File: src/segment_interval_profiler_unit_defines.svh
// Assertion macros used by the profiler top level.
`ifndef SEGMENT_INTERVAL_PROFILER_UNIT_DEFINES_SVH
`define SEGMENT_INTERVAL_PROFILER_UNIT_DEFINES_SVH

// The consequent must hold in the same cycle as the antecedent.
`define SIP_ASSERT_SAME(label, ante, cons, msg) \
  label: assert property (@(posedge clk) disable iff (rst) (ante) |-> (cons)) \
    else $error(msg);

// The consequent must hold in the cycle after the antecedent.
`define SIP_ASSERT_NEXT(label, ante, cons, msg) \
  label: assert property (@(posedge clk) disable iff (rst) (ante) |=> (cons)) \
    else $error(msg);

`endif

File: src/segip_pkg.sv
package segip_pkg;

  localparam int DEFAULT_MAX_MARKS = 64;

  localparam int OP_W   = 3;
  localparam int TS_W   = 32;
  localparam int FC_W   = 32;
  localparam int ST_W   = 3;
  localparam int TICK_W = 32;
  localparam int SUM_W  = 64;
  localparam int CNT_W  = 32;

  localparam logic [OP_W-1:0] OP_START  = 3'd0;
  localparam logic [OP_W-1:0] OP_MARK   = 3'd1;
  localparam logic [OP_W-1:0] OP_FRAME  = 3'd2;
  localparam logic [OP_W-1:0] OP_FACETS = 3'd3;
  localparam logic [OP_W-1:0] OP_READ   = 3'd4;
  localparam logic [OP_W-1:0] OP_STOP   = 3'd5;

  localparam logic [ST_W-1:0] ST_OK       = 3'd0;
  localparam logic [ST_W-1:0] ST_OVERFLOW = 3'd1;
  localparam logic [ST_W-1:0] ST_MISMATCH = 3'd2;
  localparam logic [ST_W-1:0] ST_DISABLED = 3'd3;
  localparam logic [ST_W-1:0] ST_BADINDEX = 3'd4;

  typedef struct packed {
    logic [CNT_W-1:0]  sample_count;
    logic [SUM_W-1:0]  sum_sq_ticks;
    logic [SUM_W-1:0]  sum_ticks;
    logic [TICK_W-1:0] max_ticks;
    logic [TICK_W-1:0] min_ticks;
  } seg_stats_t;

  localparam int STATS_W    = $bits(seg_stats_t);
  localparam int OUT_DATA_W = STATS_W + FC_W;

  localparam seg_stats_t STATS_INIT = '{
    sample_count: '0,
    sum_sq_ticks: '0,
    sum_ticks:    '0,
    max_ticks:    '0,
    min_ticks:    '1
  };

  typedef struct packed {
    logic capture;
    logic exec;
    logic mark_rd;
    logic step;
    logic square;
    logic update;
    logic load_out;
  } segip_cmd_t;

  typedef struct packed {
    logic walk_req;
    logic walk_last;
    logic out_free;
  } segip_sts_t;

endpackage

File: src/segip_ctrl.sv
module segip_ctrl (
  input  logic                  clk,
  input  logic                  rst,
  input  logic                  in_valid,
  output logic                  in_ready,
  input  segip_pkg::segip_sts_t sts,
  output segip_pkg::segip_cmd_t cmd
);
  import segip_pkg::*;

  typedef enum logic [2:0] {
    S_IDLE,
    S_EXEC,
    S_MARK_RD,
    S_DELTA,
    S_SQUARE,
    S_UPDATE,
    S_RESP
  } state_t;

  state_t state;

  always_ff @(posedge clk) begin
    if (rst) begin
      state <= S_IDLE;
    end else begin
      unique case (state)
        S_IDLE: begin
          if (in_valid) state <= S_EXEC;
        end
        S_EXEC: begin
          state <= sts.walk_req ? S_MARK_RD : S_RESP;
        end
        S_MARK_RD: state <= S_DELTA;
        S_DELTA:   state <= S_SQUARE;
        S_SQUARE:  state <= S_UPDATE;
        S_UPDATE: begin
          state <= sts.walk_last ? S_RESP : S_MARK_RD;
        end
        S_RESP: begin
          if (sts.out_free) state <= S_IDLE;
        end
        default: state <= S_IDLE;
      endcase
    end
  end

  always_comb begin
    in_ready     = (state == S_IDLE);
    cmd.capture  = (state == S_IDLE) && in_valid;
    cmd.exec     = (state == S_EXEC);
    cmd.mark_rd  = (state == S_MARK_RD);
    cmd.step     = (state == S_DELTA);
    cmd.square   = (state == S_SQUARE);
    cmd.update   = (state == S_UPDATE);
    cmd.load_out = (state == S_RESP) && sts.out_free;
  end

endmodule

File: config.mk
export PLATFORM = sky130hd
export DESIGN_NAME = segip_ctrl
export DESIGN_NICKNAME = d
export VERILOG_FILES = /design/src/segment_interval_profiler_unit_defines.svh /design/src/segip_pkg.sv /design/src/segip_ctrl.sv
export SDC_FILE = /design/constraint.sdc
export NUM_CORES = 1
export LEC_CHECK = 0
export BUFFER_PORTS_ARGS = -buffer_cell sky130_fd_sc_hd__buf_2
export CAP_MARGIN = 0
export CORE_AREA = 2 2 39 41
export CTS_CLUSTER_SIZE = 40
export DETAILED_ROUTE_END_ITERATION = 8
export DIE_AREA = 0 0 41 43
export SLEW_MARGIN = 20
export SYNTH_ARGS = -nofsm -noshare
export SYNTH_HDL_FRONTEND = slang
export SYNTH_SLANG_ARGS = --single-unit
File: constraint.sdc
create_clock -name clk -period 2.15 [get_ports clk]
set_input_delay 0.43 -clock clk [delete_from_list [all_inputs] [get_ports clk]]
set_output_delay 0.43 -clock clk [all_outputs]
set_load 0.01 [all_outputs]
==> summary.md <==
| Metric | Value |
|---|---|
| Netlist cell types | 13 |
| Die height | 43 um |
| Routed Antenna Nets | 0 |
| Area added between synthesis and finish | 36.6% |
| Yosys top cell area share | 0.262 |
| DRT Wirelength | 539 um |
| Hold endpoint | state[2] |
| Post-DP HPWL | 411 um |
| Clock Skews | ~0.00045 ns |
| Critical R2R Capture | state[2] |
| Worst slack, placed | ~0.77 ns |
| Post-synth EDFFs | 0 |
| Post-CTS resize count | 0 |
| Synth top area cells | dfxtp_1 26%, a2111oi_2 13%, nand2b_1 11%, buf_6 9.8%, nor2_1 6.6% |
| Final non-filler cell area | 313 um^2 |
| Ratio of cells with drive above 1 in the final layout | 0.452 |
| Final setup fails | 0 |
| Worst vdd ir | 0.000169 V |
| Initial DRC Count | 1 |
| Post-synth top flop | dfxtp_1 |
| Crit path largest cell delay | 0.40 ns |
| Port Buffers | 13 |
| Nets | 49 |
| Final critical-path setup slack | roughly 0.52 ns |
| Leak pwr | 0.145 nW |
| Vias per cell | around 4 |
| Max-slew violations | 0 |
| Sequential share of the synthesized area | 0.262 |
| Fmax | ~600 MHz |
| RSZ-0062 raised after global routing | no |
| Antenna violations before repair | 0 |
| Synth Cell Area | 229 um^2 |
| CP max FO | 11 |
| Initial core utilization | 0.165 |
| Reg clk slew, reported paths | 0.04 ns |
| Slack of the worst reg-to-reg path | 1.02 ns |
| Max FFs per register | 3 |
| Post-synthesis cell count | 28 |
| Tot Pwr | about 0.23 mW |
| N_diodes | 0 |
| Biggest regs | state x3 |
| CTS H-tree lvls | 1 |
| Critical path cell sequence | nor3_1, and2_1, buf_2 |
| Outcome | complete, no violations |
| Bufs and invs on worst path | 1 |
| Dpl cell area | approximately 290 um^2 |
| First-pass GRT wire length | 759 um |
| Start of the worst register-to-register path | state[1] |
| GR Overflow Total | 0 |
| CTS Sinks | 3 |
| Slew HR | 0.769 |
| Pwr per Cell Area | between 700 and 800 nW/um^2 |
| Largest net degree at the start of global routing | 12 |
| CTS tree | yes |
| DRC violations left | 0 |
| Syn_nets | 34 |
| Die Width | 41 um |
| Cts hold-fix bufs | 0 |
| Critical path required time | 1.72 ns |
| Most flop-heavy register | state |
| R2R cell count | 3 |
| Final period util | 0.760 |
| Vias in the first global route | 190 |
| Worst Hold Slack | about 0.38 ns |
| Final core utilization | 0.226 |
| WP data arrival | 1.20 ns |
| Cell row count | 14 |
| Clock latency on the worst-skew pair | 0.23 ns |
| Top cells by count, synth | 4 x nand2b_1, 4 x nor2_1, 3 x dfxtp_1, 3 x nand2_1 |
| Vias after detailed routing | between 200 and 250 |
| CP Class | flip-flop to output port |
| Num CTS Buffers | 3 |
| Fraction of registers with async set/reset | 0 |
| Post-CTS Setup Repair Bufs | 0 |
| Worst hold stages | 2 |
| Max cap viols | 0 |
| CP max-delay cell | dfxtp_1 |
| Overall routing resource usage | 0.0661 |
| Sum of negative setup slack | 0 ns |
| Worst slew pin tran | 0.346 ns |
| Placed cell count | 54 |
| RD Place Congestion | roughly 0.66 |
| Top Ports | 14 |
| CTS Buffer Depth | 2 |
| Wire length per cell | 9.29 um |
| Startpoint Class | flip-flop |
| Detailed Routing Iterations Pass 1 | 2 |
| Root Buffer | clkbuf_4 |
| HP Class | input port to flip-flop |
| Core Area | 1380 um^2 |
| DIE AREA | 1760 um^2 |
| Mean area per synthesized cell | approximately 8 um^2 |
| Fin crit period | between 1.5 and 2 ns |
| Synth Warn # | 0 |
| Post-synth top area cell | dfxtp_1 |
| Register bit count reported by yosys | 3 |
| Hold Startpoint | sts[2] |
| Largest delay share family, worst path | simple AND/OR/NAND/NOR gates |
| Non-filler cells, final | slightly below 60 |
| Worst setup EP type | output port |
| Fin. Hold Viols | 0 |
[layout by cell type, fill, tap and decap left out, types with 2 or more instances in the layout]
cell type / n
buf_2: 13
nand2b_1: 4
nor2_1: 4
nand2_1: 3
clkbuf_4: 3
dfxtp_1: 3
and2_1: 2
nor3_1: 2
a21oi_1: 2
a2111oi_2: 2
[layer usage]
metal	global-route usage	share of wire
met5	0	0
met4	0.0600	0
met3	0.0157	0.083
met2	0.0781	0.41
met1	0.0927	0.50
[power breakdown]
group / switching [mW] / internal (mW)
Clock: 0.0304 / 0.0696
Sequential: 0.0143 / 0.0614
Combinational: 0.0256 / 0.0267
Total: 0.0703 / 0.158
[worst register-to-register path, cell delays in order (launching register included)]
cell and delay, ns:
dfxtp_1 0.40, nand2b_1 0.19, and3_4 0.18, a2111oi_2 0.26
[logic make-up (layout without fill, tap and decap cells)]
kind of cell           count (synthesis)  count (layout)  synth area share
DFF                                    3               3             0.262
AOI/OAI and AO/OA                      4               4             0.175
and+or+nand+nor                       18              18             0.443
buffers and inverters                  3              17             0.120
[worst max-delay path by stage]
| stage | startpoint | end | slack, ns | cells past startpoint |
|---|---|---|---|---|
| 3_5_place_dp | state[2] | cmd[6] | 0.77 | 3 |
| 3_3_place_gp | state[0] | cmd[6] | 0.77 | 3 |
| 6_report | state[2] | cmd[6] | 0.52 | 3 |
| 4_1_cts | state[2] | cmd[6] | 0.51 | 3 |
| 2_1_floorplan | state[0] | cmd[6] | 0.71 | 3 |
| 5_1_grt | state[2] | cmd[6] | 0.41 | 3 |
[final cells by class]
type                       count  area [um^2]
clock buffer                   4         26.3
timing repair buffer          13         65.1
tap                           16         20.0
fill                         165         1070
sequential                     3         60.1
multi-input combinational     22          141
Power figures use the tool's default switching activity.
